File: src/sv/tbrw_pkg.sv
`timescale 1ns / 1ps
// ---------------------------------------------------------------------------
// tbrw_pkg: shared definitions of the tiled blit rectangle walker
// Coordinate width, port widths, register indexes and the command and status
// bundles that pass between controller and datapath.
// ---------------------------------------------------------------------------
package tbrw_pkg;

    // Coordinate width, 8 to 16 bits
    localparam int COORD_BITS = 16;

    // Fixed widths of the port words
    localparam int SRC_W      = 16;
    localparam int DST_W      = 17;
    localparam int CFG_IDX_W  = 3;
    localparam int CFG_DATA_W = 32;
    localparam int HALF_W     = 16;

    // Register indexes
    localparam logic [CFG_IDX_W-1:0] REG_SOURCE_ORIGIN = 3'd0;
    localparam logic [CFG_IDX_W-1:0] REG_TILE_SIZE     = 3'd1;
    localparam logic [CFG_IDX_W-1:0] REG_DEST_ORIGIN   = 3'd2;
    localparam logic [CFG_IDX_W-1:0] REG_DEST_SIZE     = 3'd3;
    localparam logic [CFG_IDX_W-1:0] REG_TILE_OFFSET   = 3'd4;
    localparam logic [CFG_IDX_W-1:0] REG_FLIP_MODE     = 3'd5;

    // Controller to datapath
    typedef struct packed {
        logic start_div;   // launch the offset remainder for both axes
        logic load_start;  // take normalized first tile into start and cursor
        logic emit;        // clip the tile at the cursor, load output, advance
    } ctrl_cmd_t;

    // Datapath to controller
    typedef struct packed {
        logic div_done;    // remainders are ready
        logic out_free;    // output register empty or taken this cycle
        logic last;        // tile at the cursor closes the pass
    } ctrl_stat_t;

endpackage

File: src/sv/tbrw_ifs.sv
`timescale 1ns / 1ps
// ---------------------------------------------------------------------------
// tbrw_ifs: channel interfaces of the tiled blit rectangle walker
// Request, tile result and register write channels, each a valid/ready pair
// with its payload.
// ---------------------------------------------------------------------------
interface tbrw_req_if;
    logic valid;
    logic ready;
    logic restart;

    modport source (output valid, output restart, input ready);
    modport sink   (input valid, input restart, output ready);
endinterface

interface tbrw_tile_if;
    logic                       valid;
    logic                       ready;
    logic [tbrw_pkg::SRC_W-1:0] src_x;
    logic [tbrw_pkg::SRC_W-1:0] src_y;
    logic [tbrw_pkg::SRC_W-1:0] src_w;
    logic [tbrw_pkg::SRC_W-1:0] src_h;
    logic [tbrw_pkg::DST_W-1:0] dst_x;
    logic [tbrw_pkg::DST_W-1:0] dst_y;
    logic [tbrw_pkg::SRC_W-1:0] dst_w;
    logic [tbrw_pkg::SRC_W-1:0] dst_h;
    logic                       mirror_h;
    logic                       mirror_v;
    logic                       last_tile;

    modport source (output valid, output src_x, output src_y, output src_w, output src_h,
                    output dst_x, output dst_y, output dst_w, output dst_h,
                    output mirror_h, output mirror_v, output last_tile, input ready);
    modport sink   (input valid, input src_x, input src_y, input src_w, input src_h,
                    input dst_x, input dst_y, input dst_w, input dst_h,
                    input mirror_h, input mirror_v, input last_tile, output ready);
endinterface

interface tbrw_cfg_if;
    logic                            valid;
    logic                            ready;
    logic [tbrw_pkg::CFG_IDX_W-1:0]  index;
    logic [tbrw_pkg::CFG_DATA_W-1:0] data;

    modport source (output valid, output index, output data, input ready);
    modport sink   (input valid, input index, input data, output ready);
endinterface

File: src/sv/tiled_blit_rect_walker_top.sv
`timescale 1ns / 1ps
// ---------------------------------------------------------------------------
// tiled_blit_rect_walker_top: tile command generator of a tiling blitter
// Walks the tiles of a source rectangle across a destination rectangle in
// row-major order and gives each one clipped, placed and mirrored.
//
//   channel  dir  handshake      word
//   req      in   valid/ready    restart
//   tile     out  valid/ready    src x/y/w/h, dst x/y/w/h, mirror h/v, last
//   cfg      in   valid/ready    index, data (ready held high)
//
// A request within a pass gives its tile in the output register in the cycle
// after it is taken. A request that opens a pass first runs the bit-serial
// remainder units that normalize the tiling offset, then loads and emits its tile.
// Requests are taken only while no pass is being opened and the output
// register is empty or being read.
// Reset is asynchronous, active low; no pass is under way after it.
// ---------------------------------------------------------------------------
module tiled_blit_rect_walker_top (
    input  logic         clk,
    input  logic         rst_n,
    tbrw_req_if.sink     req,
    tbrw_tile_if.source  tile,
    tbrw_cfg_if.sink     cfg
);
    tbrw_pkg::ctrl_cmd_t  cmd;
    tbrw_pkg::ctrl_stat_t stat;
    logic                 cfg_we;
    logic                 cfg_hit;

    // Register writes are always taken; only known indexes end the pass
    assign cfg.ready = 1'b1;
    assign cfg_we    = cfg.valid && cfg.ready;
    assign cfg_hit   = cfg_we && (cfg.index <= tbrw_pkg::REG_FLIP_MODE);

    tbrw_ctrl u_ctrl (
        .clk     (clk),
        .rst_n   (rst_n),
        .cfg_hit (cfg_hit),
        .req     (req),
        .cmd     (cmd),
        .stat    (stat)
    );

    tbrw_datapath u_datapath (
        .clk       (clk),
        .rst_n     (rst_n),
        .cfg_we    (cfg_we),
        .cfg_index (cfg.index),
        .cfg_data  (cfg.data),
        .cmd       (cmd),
        .stat      (stat),
        .tile      (tile)
    );

    // A request is taken only when the output word has room
    assert property (@(posedge clk) disable iff (!rst_n)
        req.ready |-> (!tile.valid || tile.ready))
        else $error("request taken while output word blocked");

    // A request that starts a pass shows no word in the next cycle
    assert property (@(posedge clk) disable iff (!rst_n)
        (req.valid && req.ready && req.restart) |=> !tile.valid)
        else $error("tile word appeared before offset normalization");

    // Remainders complete only while the controller waits for them
    assert property (@(posedge clk) disable iff (!rst_n)
        stat.div_done |-> cmd.load_start)
        else $error("remainder finished outside of normalization");

    // Only one command at a time
    assert property (@(posedge clk) disable iff (!rst_n)
        $onehot0({cmd.start_div, cmd.load_start, cmd.emit}))
        else $error("conflicting controller commands");

endmodule

File: src/sv/tbrw_rem.sv
`timescale 1ns / 1ps
// ---------------------------------------------------------------------------
// tbrw_rem: iterative unsigned remainder
// Restoring division, one dividend bit per cycle. Pulses done for one cycle
// with the remainder held afterward.
// ---------------------------------------------------------------------------
module tbrw_rem (
    input  logic                            clk,
    input  logic                            rst_n,
    input  logic                            start,
    input  logic [tbrw_pkg::COORD_BITS-1:0] dividend,
    input  logic [tbrw_pkg::COORD_BITS-1:0] divisor,
    output logic [tbrw_pkg::COORD_BITS-1:0] rem,
    output logic                            done
);
    localparam int CB    = tbrw_pkg::COORD_BITS;
    localparam int CNT_W = $clog2(CB + 1);

    logic             busy_reg, busy_next;
    logic             done_reg, done_next;
    logic [CNT_W-1:0] cnt_reg, cnt_next;
    logic [CB-1:0]    dvd_reg, dvd_next;
    logic [CB-1:0]    rem_reg, rem_next;
    logic [CB:0]      trial;

    // One restoring step: shift in the next bit, subtract if it fits
    always_comb
    begin
        busy_next = busy_reg;
        done_next = 1'b0;
        cnt_next  = cnt_reg;
        dvd_next  = dvd_reg;
        rem_next  = rem_reg;
        trial     = {rem_reg, dvd_reg[CB-1]};
        if (start)
        begin
            busy_next = 1'b1;
            cnt_next  = CNT_W'(CB);
            dvd_next  = dividend;
            rem_next  = '0;
        end
        else if (busy_reg)
        begin
            if (trial >= {1'b0, divisor})
                rem_next = CB'(trial - {1'b0, divisor});
            else
                rem_next = trial[CB-1:0];
            dvd_next = {dvd_reg[CB-2:0], 1'b0};
            cnt_next = cnt_reg - CNT_W'(1);
            if (cnt_reg == CNT_W'(1))
            begin
                busy_next = 1'b0;
                done_next = 1'b1;
            end
        end
    end

    always_ff @(posedge clk or negedge rst_n)
    begin
        if (!rst_n)
        begin
            busy_reg <= 1'b0;
            done_reg <= 1'b0;
            cnt_reg  <= '0;
        end
        else
        begin
            busy_reg <= busy_next;
            done_reg <= done_next;
            cnt_reg  <= cnt_next;
        end
    end

    always_ff @(posedge clk)
    begin
        dvd_reg <= dvd_next;
        rem_reg <= rem_next;
    end

    assign rem  = rem_reg;
    assign done = done_reg;

endmodule

File: src/sv/tbrw_datapath.sv
`timescale 1ns / 1ps
// ---------------------------------------------------------------------------
// tbrw_datapath: registers, tile cursor, clipping and output word
// Holds the configuration, normalizes the tiling offset through two remainder
// units, walks the tile cursor and clips each tile into the output register.
// ---------------------------------------------------------------------------
module tbrw_datapath (
    input  logic                             clk,
    input  logic                             rst_n,
    input  logic                             cfg_we,
    input  logic [tbrw_pkg::CFG_IDX_W-1:0]   cfg_index,
    input  logic [tbrw_pkg::CFG_DATA_W-1:0]  cfg_data,
    input  tbrw_pkg::ctrl_cmd_t              cmd,
    output tbrw_pkg::ctrl_stat_t             stat,
    tbrw_tile_if.source                      tile
);
    localparam int CB = tbrw_pkg::COORD_BITS;
    localparam int HW = tbrw_pkg::HALF_W;

    typedef struct packed {
        logic [CB-1:0] sp;
        logic [CB-1:0] len;
        logic [CB:0]   dp;
    } axis_t;

    // Configuration
    logic [CB-1:0] src_ox_reg, src_oy_reg;
    logic [CB-1:0] tile_w_reg, tile_h_reg;
    logic [CB-1:0] dst_ox_reg, dst_oy_reg;
    logic [CB-1:0] dst_w_reg, dst_h_reg;
    logic [CB-1:0] off_x_reg, off_y_reg;
    logic [1:0]    flip_reg;

    // Walk state
    logic signed [CB:0] start_col_reg, start_row_reg;
    logic signed [CB:0] cur_x_reg, cur_y_reg;
    logic signed [CB:0] start_col_next, start_row_next;
    logic signed [CB:0] cur_x_next, cur_y_next;

    // Output word
    logic          out_valid_reg;
    axis_t         ax_reg, ay_reg;
    logic [1:0]    mir_reg;
    logic          last_reg;

    logic [CB-1:0] lo_half, hi_half;
    logic [CB-1:0] mag_x, mag_y, rem_x, rem_y;
    logic          done_x, done_y;
    logic signed [CB+1:0] nx, ny;
    logic          x_fits, y_fits;
    axis_t         ax, ay;

    // Clip one axis of the tile at local position pos
    function automatic axis_t clip_axis(input logic signed [CB:0] pos,
                                        input logic [CB-1:0] tsize,
                                        input logic [CB-1:0] ext,
                                        input logic [CB-1:0] sorg,
                                        input logic [CB-1:0] dorg,
                                        input logic mir);
        logic signed [CB+1:0] p, ts, ex, under, lpos, endp, lim, len, offs;
        axis_t r;
        p     = {pos[CB], pos};
        ts    = $signed({2'b00, tsize});
        ex    = $signed({2'b00, ext});
        under = p[CB+1] ? -p : '0;
        lpos  = p + under;
        endp  = p + ts;
        lim   = (endp > ex) ? ex : endp;
        len   = lim - lpos;
        offs  = mir ? (ts - under - len) : under;
        r.sp  = sorg + offs[CB-1:0];
        r.len = len[CB-1:0];
        r.dp  = {1'b0, dorg} + lpos[CB:0];
        return r;
    endfunction

    // Size halves of zero count as one
    assign lo_half = cfg_data[CB-1:0];
    assign hi_half = cfg_data[HW +: CB];

    // Take register writes
    always_ff @(posedge clk or negedge rst_n)
    begin
        if (!rst_n)
        begin
            src_ox_reg <= '0;
            src_oy_reg <= '0;
            tile_w_reg <= CB'(1);
            tile_h_reg <= CB'(1);
            dst_ox_reg <= '0;
            dst_oy_reg <= '0;
            dst_w_reg  <= CB'(1);
            dst_h_reg  <= CB'(1);
            off_x_reg  <= '0;
            off_y_reg  <= '0;
            flip_reg   <= '0;
        end
        else if (cfg_we)
        begin
            case (cfg_index)
                tbrw_pkg::REG_SOURCE_ORIGIN:
                begin
                    src_ox_reg <= lo_half;
                    src_oy_reg <= hi_half;
                end
                tbrw_pkg::REG_TILE_SIZE:
                begin
                    tile_w_reg <= (lo_half == '0) ? CB'(1) : lo_half;
                    tile_h_reg <= (hi_half == '0) ? CB'(1) : hi_half;
                end
                tbrw_pkg::REG_DEST_ORIGIN:
                begin
                    dst_ox_reg <= lo_half;
                    dst_oy_reg <= hi_half;
                end
                tbrw_pkg::REG_DEST_SIZE:
                begin
                    dst_w_reg <= (lo_half == '0) ? CB'(1) : lo_half;
                    dst_h_reg <= (hi_half == '0) ? CB'(1) : hi_half;
                end
                tbrw_pkg::REG_TILE_OFFSET:
                begin
                    off_x_reg <= lo_half;
                    off_y_reg <= hi_half;
                end
                tbrw_pkg::REG_FLIP_MODE:
                begin
                    flip_reg <= cfg_data[1:0];
                end
                default:
                begin
                    flip_reg <= flip_reg;
                end
            endcase
        end
    end

    // Remainder of the offset magnitude by the tile size, per axis
    assign mag_x = off_x_reg[CB-1] ? (~off_x_reg + CB'(1)) : off_x_reg;
    assign mag_y = off_y_reg[CB-1] ? (~off_y_reg + CB'(1)) : off_y_reg;

    tbrw_rem u_rem_x (
        .clk      (clk),
        .rst_n    (rst_n),
        .start    (cmd.start_div),
        .dividend (mag_x),
        .divisor  (tile_w_reg),
        .rem      (rem_x),
        .done     (done_x)
    );

    tbrw_rem u_rem_y (
        .clk      (clk),
        .rst_n    (rst_n),
        .start    (cmd.start_div),
        .dividend (mag_y),
        .divisor  (tile_h_reg),
        .rem      (rem_y),
        .done     (done_y)
    );

    // Clip the tile at the cursor
    assign ax = clip_axis(cur_x_reg, tile_w_reg, dst_w_reg, src_ox_reg, dst_ox_reg,
                          flip_reg[0]);
    assign ay = clip_axis(cur_y_reg, tile_h_reg, dst_h_reg, src_oy_reg, dst_oy_reg,
                          flip_reg[1]);

    // Step the cursor in row-major order
    assign nx     = {cur_x_reg[CB], cur_x_reg} + $signed({2'b00, tile_w_reg});
    assign ny     = {cur_y_reg[CB], cur_y_reg} + $signed({2'b00, tile_h_reg});
    assign x_fits = nx < $signed({2'b00, dst_w_reg});
    assign y_fits = ny < $signed({2'b00, dst_h_reg});

    always_comb
    begin
        start_col_next = start_col_reg;
        start_row_next = start_row_reg;
        cur_x_next     = cur_x_reg;
        cur_y_next     = cur_y_reg;
        if (cmd.load_start)
        begin
            // First tile lies in (-size, 0], congruent to the offset
            if (rem_x == '0)
                start_col_next = '0;
            else if (off_x_reg[CB-1])
                start_col_next = -$signed({1'b0, rem_x});
            else
                start_col_next = $signed({1'b0, rem_x}) - $signed({1'b0, tile_w_reg});
            if (rem_y == '0)
                start_row_next = '0;
            else if (off_y_reg[CB-1])
                start_row_next = -$signed({1'b0, rem_y});
            else
                start_row_next = $signed({1'b0, rem_y}) - $signed({1'b0, tile_h_reg});
            cur_x_next = start_col_next;
            cur_y_next = start_row_next;
        end
        else if (cmd.emit)
        begin
            if (x_fits)
                cur_x_next = nx[CB:0];
            else if (y_fits)
            begin
                cur_x_next = start_col_reg;
                cur_y_next = ny[CB:0];
            end
        end
    end

    always_ff @(posedge clk or negedge rst_n)
    begin
        if (!rst_n)
        begin
            start_col_reg <= '0;
            start_row_reg <= '0;
            cur_x_reg     <= '0;
            cur_y_reg     <= '0;
        end
        else
        begin
            start_col_reg <= start_col_next;
            start_row_reg <= start_row_next;
            cur_x_reg     <= cur_x_next;
            cur_y_reg     <= cur_y_next;
        end
    end

    // Hold the output word until taken
    always_ff @(posedge clk or negedge rst_n)
    begin
        if (!rst_n)
            out_valid_reg <= 1'b0;
        else if (cmd.emit)
            out_valid_reg <= 1'b1;
        else if (tile.ready)
            out_valid_reg <= 1'b0;
    end

    always_ff @(posedge clk)
    begin
        if (cmd.emit)
        begin
            ax_reg   <= ax;
            ay_reg   <= ay;
            mir_reg  <= flip_reg;
            last_reg <= stat.last;
        end
    end

    assign stat.div_done = done_x & done_y;
    assign stat.out_free = !out_valid_reg || tile.ready;
    assign stat.last     = !x_fits && !y_fits;

    assign tile.valid     = out_valid_reg;
    assign tile.src_x     = tbrw_pkg::SRC_W'(ax_reg.sp);
    assign tile.src_y     = tbrw_pkg::SRC_W'(ay_reg.sp);
    assign tile.src_w     = tbrw_pkg::SRC_W'(ax_reg.len);
    assign tile.src_h     = tbrw_pkg::SRC_W'(ay_reg.len);
    assign tile.dst_x     = tbrw_pkg::DST_W'(ax_reg.dp);
    assign tile.dst_y     = tbrw_pkg::DST_W'(ay_reg.dp);
    assign tile.dst_w     = tbrw_pkg::SRC_W'(ax_reg.len);
    assign tile.dst_h     = tbrw_pkg::SRC_W'(ay_reg.len);
    assign tile.mirror_h  = mir_reg[0];
    assign tile.mirror_v  = mir_reg[1];
    assign tile.last_tile = last_reg;

endmodule

File: src/sv/tbrw_ctrl.sv
`timescale 1ns / 1ps
// ---------------------------------------------------------------------------
// tbrw_ctrl: pass controller of the tiled blit rectangle walker
// Accepts requests, runs the offset normalization on a new pass and orders
// one tile out per request. Tracks whether a pass is under way.
// ---------------------------------------------------------------------------
module tbrw_ctrl (
    input  logic                 clk,
    input  logic                 rst_n,
    input  logic                 cfg_hit,
    tbrw_req_if.sink             req,
    output tbrw_pkg::ctrl_cmd_t  cmd,
    input  tbrw_pkg::ctrl_stat_t stat
);
    typedef enum logic [1:0] {
        S_IDLE,
        S_DIV,
        S_EMIT
    } state_t;

    state_t state_reg, state_next;
    logic   pass_active_reg, pass_active_next;
    logic   accept;

    // Decode commands and next state
    always_comb
    begin
        cmd              = '0;
        state_next       = state_reg;
        pass_active_next = pass_active_reg;
        req.ready        = (state_reg == S_IDLE) && stat.out_free;
        accept           = req.valid && req.ready;
        case (state_reg)
            S_IDLE:
            begin
                if (accept)
                begin
                    if (req.restart || !pass_active_reg)
                    begin
                        cmd.start_div = 1'b1;
                        state_next    = S_DIV;
                    end
                    else
                    begin
                        cmd.emit = 1'b1;
                        if (stat.last)
                            pass_active_next = 1'b0;
                    end
                end
            end
            S_DIV:
            begin
                if (stat.div_done)
                begin
                    cmd.load_start   = 1'b1;
                    pass_active_next = 1'b1;
                    state_next       = S_EMIT;
                end
            end
            S_EMIT:
            begin
                cmd.emit   = 1'b1;
                state_next = S_IDLE;
                if (stat.last)
                    pass_active_next = 1'b0;
            end
            default:
            begin
                state_next = S_IDLE;
            end
        endcase
        // A write to a known register ends the pass
        if (cfg_hit)
            pass_active_next = 1'b0;
    end

    always_ff @(posedge clk or negedge rst_n)
    begin
        if (!rst_n)
        begin
            state_reg       <= S_IDLE;
            pass_active_reg <= 1'b0;
        end
        else
        begin
            state_reg       <= state_next;
            pass_active_reg <= pass_active_next;
        end
    end

endmodule

File: src/flat_wrapper.sv
// flat-port wrapper written by rule: the top's interface ports become plain ports
module tiled_blit_rect_walker_top_flat 
  (clk, rst_n, req_valid, req_restart, req_ready, tile_valid, tile_src_x, tile_src_y, tile_src_w, tile_src_h, tile_dst_x, tile_dst_y, tile_dst_w, tile_dst_h, tile_mirror_h, tile_mirror_v, tile_last_tile, tile_ready, cfg_valid, cfg_index, cfg_data, cfg_ready);
  tbrw_req_if req_i ();
  tbrw_tile_if tile_i ();
  tbrw_cfg_if cfg_i ();
  input  logic clk;
  input  logic rst_n;
  input wire logic [$bits(req_i.valid)-1:0] req_valid;
  input wire logic [$bits(req_i.restart)-1:0] req_restart;
  output wire logic [$bits(req_i.ready)-1:0] req_ready;
  output wire logic [$bits(tile_i.valid)-1:0] tile_valid;
  output wire logic [$bits(tile_i.src_x)-1:0] tile_src_x;
  output wire logic [$bits(tile_i.src_y)-1:0] tile_src_y;
  output wire logic [$bits(tile_i.src_w)-1:0] tile_src_w;
  output wire logic [$bits(tile_i.src_h)-1:0] tile_src_h;
  output wire logic [$bits(tile_i.dst_x)-1:0] tile_dst_x;
  output wire logic [$bits(tile_i.dst_y)-1:0] tile_dst_y;
  output wire logic [$bits(tile_i.dst_w)-1:0] tile_dst_w;
  output wire logic [$bits(tile_i.dst_h)-1:0] tile_dst_h;
  output wire logic [$bits(tile_i.mirror_h)-1:0] tile_mirror_h;
  output wire logic [$bits(tile_i.mirror_v)-1:0] tile_mirror_v;
  output wire logic [$bits(tile_i.last_tile)-1:0] tile_last_tile;
  input wire logic [$bits(tile_i.ready)-1:0] tile_ready;
  input wire logic [$bits(cfg_i.valid)-1:0] cfg_valid;
  input wire logic [$bits(cfg_i.index)-1:0] cfg_index;
  input wire logic [$bits(cfg_i.data)-1:0] cfg_data;
  output wire logic [$bits(cfg_i.ready)-1:0] cfg_ready;
  assign req_i.valid = req_valid;
  assign req_i.restart = req_restart;
  assign req_ready = req_i.ready;
  assign tile_valid = tile_i.valid;
  assign tile_src_x = tile_i.src_x;
  assign tile_src_y = tile_i.src_y;
  assign tile_src_w = tile_i.src_w;
  assign tile_src_h = tile_i.src_h;
  assign tile_dst_x = tile_i.dst_x;
  assign tile_dst_y = tile_i.dst_y;
  assign tile_dst_w = tile_i.dst_w;
  assign tile_dst_h = tile_i.dst_h;
  assign tile_mirror_h = tile_i.mirror_h;
  assign tile_mirror_v = tile_i.mirror_v;
  assign tile_last_tile = tile_i.last_tile;
  assign tile_i.ready = tile_ready;
  assign cfg_i.valid = cfg_valid;
  assign cfg_i.index = cfg_index;
  assign cfg_i.data = cfg_data;
  assign cfg_ready = cfg_i.ready;
  tiled_blit_rect_walker_top u_core (.clk(clk), .rst_n(rst_n), .req(req_i), .tile(tile_i), .cfg(cfg_i));
endmodule
File: config.mk
export PLATFORM = sky130hd
export DESIGN_NAME = tiled_blit_rect_walker_top_flat
export DESIGN_NICKNAME = d
export VERILOG_FILES = /design/src/sv/tbrw_pkg.sv /design/src/sv/tbrw_ifs.sv /design/src/sv/tiled_blit_rect_walker_top.sv /design/src/sv/tbrw_rem.sv /design/src/sv/tbrw_datapath.sv /design/src/sv/tbrw_ctrl.sv /design/src/flat_wrapper.sv
export SDC_FILE = /design/constraint.sdc
export NUM_CORES = 1
export LEC_CHECK = 0
export BUFFER_PORTS_ARGS = -buffer_cell sky130_fd_sc_hd__buf_4
export CAP_MARGIN = 15
export CELL_PAD_IN_SITES_DETAIL_PLACEMENT = 1
export CELL_PAD_IN_SITES_GLOBAL_PLACEMENT = 2
export CORE_ASPECT_RATIO = 2
export CORE_MARGIN = 2
export CORE_UTILIZATION = 40
export DETAILED_ROUTE_END_ITERATION = 10
export PLACE_DENSITY = 0.79
export SETUP_SLACK_MARGIN = 0.1
export SYNTH_ARGS = -nofsm -noshare
export SYNTH_HDL_FRONTEND = slang
export SYNTH_SLANG_ARGS = --single-unit
export TNS_END_PERCENT = 30
File: constraint.sdc
create_clock -name clk -period 11.5 [get_ports clk]
set_clock_uncertainty 0.2 [all_clocks]
set_input_delay 0.575 -clock clk [delete_from_list [all_inputs] [get_ports clk]]
set_output_delay 0.575 -clock clk [all_outputs]
set_load 0.02 [all_outputs]
==> key figures <==
Floorplan
  – Core area: between 70000 and 80000 um^2
  – Die Y: about 390 um
  – Row cnt: 143
  – Die area: 78300 um^2
  – DIE WIDTH: 199 um
  – Initial Util: 40.2%
  – Ports: between 150 and 200

Synthesis
  – Synth Area in Compound Gates: 17.2%
  – Sequential fraction of the synthesis area: 34.3%
  – Mapped Cells: 3279
  – Mapped Nets: 3648
  – Synth Area per Inst: approximately 9 um^2
  – Fraction of synthesized area in multiplexers: 6.80%
  – Post-synthesis register bit count: 396
  – Synthesis warning total: 0
  – Combinational family with the most area after synthesis: compound AO/OA/AOI/OAI gates
  – Share of the synthesized area in the top cell type: 18.7%
  – Ranking of synthesized cells by instance count: 327 x nand2_1, 286 x ha_1, 255 x inv_1, 248 x o21ai_0, 227 x dfrtp_1
  – Post-synthesis cell type count: approximately 110
  – Post-synthesis adder-cell area fraction: 14.5%
  – Synth top area cells: dfrtp_1 19%, edfxtp_1 13%, ha_1 12%, mux2_2 5.4%, xnor2_1 4.6%
  – Post-synth EDFFs: 133
  – Ys async rst share: roughly three fifths
  – Synth Area in XOR/XNOR: 8.20%
  – Area leader, netlist: dfrtp_1
  – Most frequent cell after synthesis: nand2_1
  – Post-synthesis simple-gate area fraction: a little over an eighth
  – Cell Area, Synth: about 30000 um^2
  – Post-synth top flop: dfrtp_1

Global routing
  – Vias in the first global route: 27800
  – GRT overflow: 0
  – Largest net degree at the start of global routing: 106
  – Initial antenna violation count: 0
  – All-Layer GR Usage: 28.7%
  – First-pass GRT wire length: 166000 um

CTS
  – CTS Buf Count: 41
  – Clock transition at the registers of the reported paths: about 60 ps
  – Clk_lat worst skew: 600 ps
  – H-tree levels: 2
  – Deepest clock path buffer count: 3
  – CTS tree: yes
  – Post-CTS setup buffer count: 0
  – Clock root buffer: clkbuf_16
  – Clock Sinks: 396

Route
  – WL per Instance: between 20 and 30 um
  – Post-route ant nets: 0
  – Final WL: 111000 um
  – DR vias: 25200
  – First drt pass iteration count: 4
  – DRC: 0
  – Detailed Route Iter0 Violations: 791
  – DR vias/cell: 5.67

Timing
  – Minimum clock period after layout: 10570 ps
  – Fin. Hold Viols: 0
  – Relative slew margins: between 20% and 30%
  – Fin crit share: between 90% and 100%
  – Final setup violation count: 0
  – Worst-Margin Slew: 1160 ps
  – Final Max Slew Viols: 0
  – RSZ-0062 raised after global routing: yes
  – Fmax: 94.6 MHz
  – Setup_tns: 0 ps

Setup path
  – Worst reg-to-reg path cell count: 45
  – Crit end category: flip-flop
  – Critical Path AT: 10750 ps
  – R2R Path Start: u_core.u_datapath.tile_w_reg[1]$_DFFE_PN0P_
  – Register-to-register setup slack: 930 ps
  – Crit-path max cell delay: ~530 ps
  – Crit-path max FO: 9
  – Reg2reg end: u_core.u_datapath.tile.src_x[15]$_DFFE_PP_
  – Crit start category: flip-flop
  – Worst path slowest cell: dfrtp_2
  – Crit path kind: reg -> reg
  – Critical Path RT: 11690 ps

Placement
  – HPWL after DPL: 88100 um
  – Placed cell area: 32600 um^2
  – Port Buffers: approximately 180
  – RD Place Congestion: 0.929

Layout
  – Fin util: 44.9%
  – Finished Cell Area: about 34000 um^2
  – Share of layout cells above drive strength 1: ~15%
  – Fin nets: 3762
  – Layout fillers: a little under 9000
  – P&R area growth vs syn: 11.7%
  – Ant diodes: 0

Hold path
  – Hold Path End: u_core.u_datapath.off_y_reg[0]$_DFFE_PN0P_
  – Hold path depth: 3
  – Worst Min Path Start: cfg_data[16]
  – Worst hold path class: in -> reg

Job
  – Max_cap viols: 0

Run status
  – Status: finished, final reports clean
timing repair:
| action | 4_1_cts | 5_1_grt |
|---|---|---|
| setup endpoints to repair | 0 | 2 |
| hold endpoints to repair | 101 | 0 |
| resized for setup | 0 | 6 |
| hold buffers | 1 | 0 |
how the worst max path moves through the flow:
stage | from | endpoint | slack, ps | depth (start not counted)
final | u_core.u_datapath.tile_w_reg[1]$_DFFE_PN0P_ | u_core.u_datapath.tile.src_x[15]$_DFFE_PP_ | 930 | 45
after global routing | u_core.u_datapath.tile_w_reg[1]$_DFFE_PN0P_ | u_core.u_datapath.tile.src_x[15]$_DFFE_PP_ | 90 | 46
after CTS | u_core.u_datapath.tile_w_reg[1]$_DFFE_PN0P_ | u_core.u_datapath.tile.src_x[15]$_DFFE_PP_ | 720 | 45
after detailed placement | u_core.u_datapath.tile_w_reg[1]$_DFFE_PN0P_ | u_core.u_datapath.tile.src_x[15]$_DFFE_PP_ | 780 | 45
after global placement | u_core.u_datapath.tile_w_reg[1]$_DFFE_PN0P_ | u_core.u_datapath.tile.src_x[15]$_DFFE_PP_ | 1080 | 45
after floorplan | u_core.u_datapath.tile_w_reg[1]$_DFFE_PN0P_ | u_core.u_datapath.tile.src_x[15]$_DFFE_PP_ | 2090 | 45
metal layers:
metal / up-vias / part of all wire (%) / GRT usage [%]
li1: 11800 / - / -
met1: 12500 / 32 / 25.2
met2: 514 / 55 / 56.4
met3: 341 / 2.1 / 2.38
met4: 0 / 11 / 25.0
met5: - / 0 / 0
area by class of cell:
class | count | area (um^2) | share of cell area, %
well taps | 1015 | 1270 | 3.74
inverters | 256 | 963 | 2.84
repair buffers | 210 | 1610 | 4.73
flip-flops and latches | 396 | 10400 | 30.7
clock inverters | 21 | 205 | 0.604
multi-input cells | 2488 | 18400 | 54.2
clock buffers | 50 | 1100 | 3.24
metrics by stage:
step,cells,setup slack [ps],hold slack (ps)
after floorplan,3279,2090,79.4
after global placement,4363,1080,260
after detailed placement,4363,785,266
after CTS,4435,715,36.6
after global routing,4436,89.6,58.7
final,4436,934,68.0
critical path: cells and delay by family, from the launching register on:
kind,cells,cell delay (ps)
AO/OA/AOI/OAI,25,4740
adder cells (fa/ha/maj),6,2190
AND/OR/NAND/NOR,9,1480
multiplexers,2,640
XOR/XNOR,3,600
flip-flops,1,530
cells in the final DEF (no fill, tap or decap), types with 57 or more instances in the layout:
| cell | count |
|---|---|
| o21ai_0 | 247 |
| nor3_1 | 57 |
| mux2_2 | 147 |
| a21o_1 | 63 |
| nor2_1 | 187 |
| nand2_1 | 327 |
| ha_1 | 286 |
| inv_1 | 254 |
| dfrtp_1 | 225 |
| edfxtp_1 | 133 |
| buf_4 | 207 |
| a21oi_1 | 212 |
| xnor2_1 | 161 |
| xor2_1 | 110 |
kinds of logic after synthesis:
family	count (synthesis)
buffers and inverters	395
and+or+nand+nor	859
adders and majority gates	328
muxes	188
AOI/OAI and AO/OA	834
other	1
DFF	396
xor gates and xnor gates	278
Power is left out: the tool's default activity adds up to more than one toggle a clock period on the data nets, which glitch-free logic cannot reach.
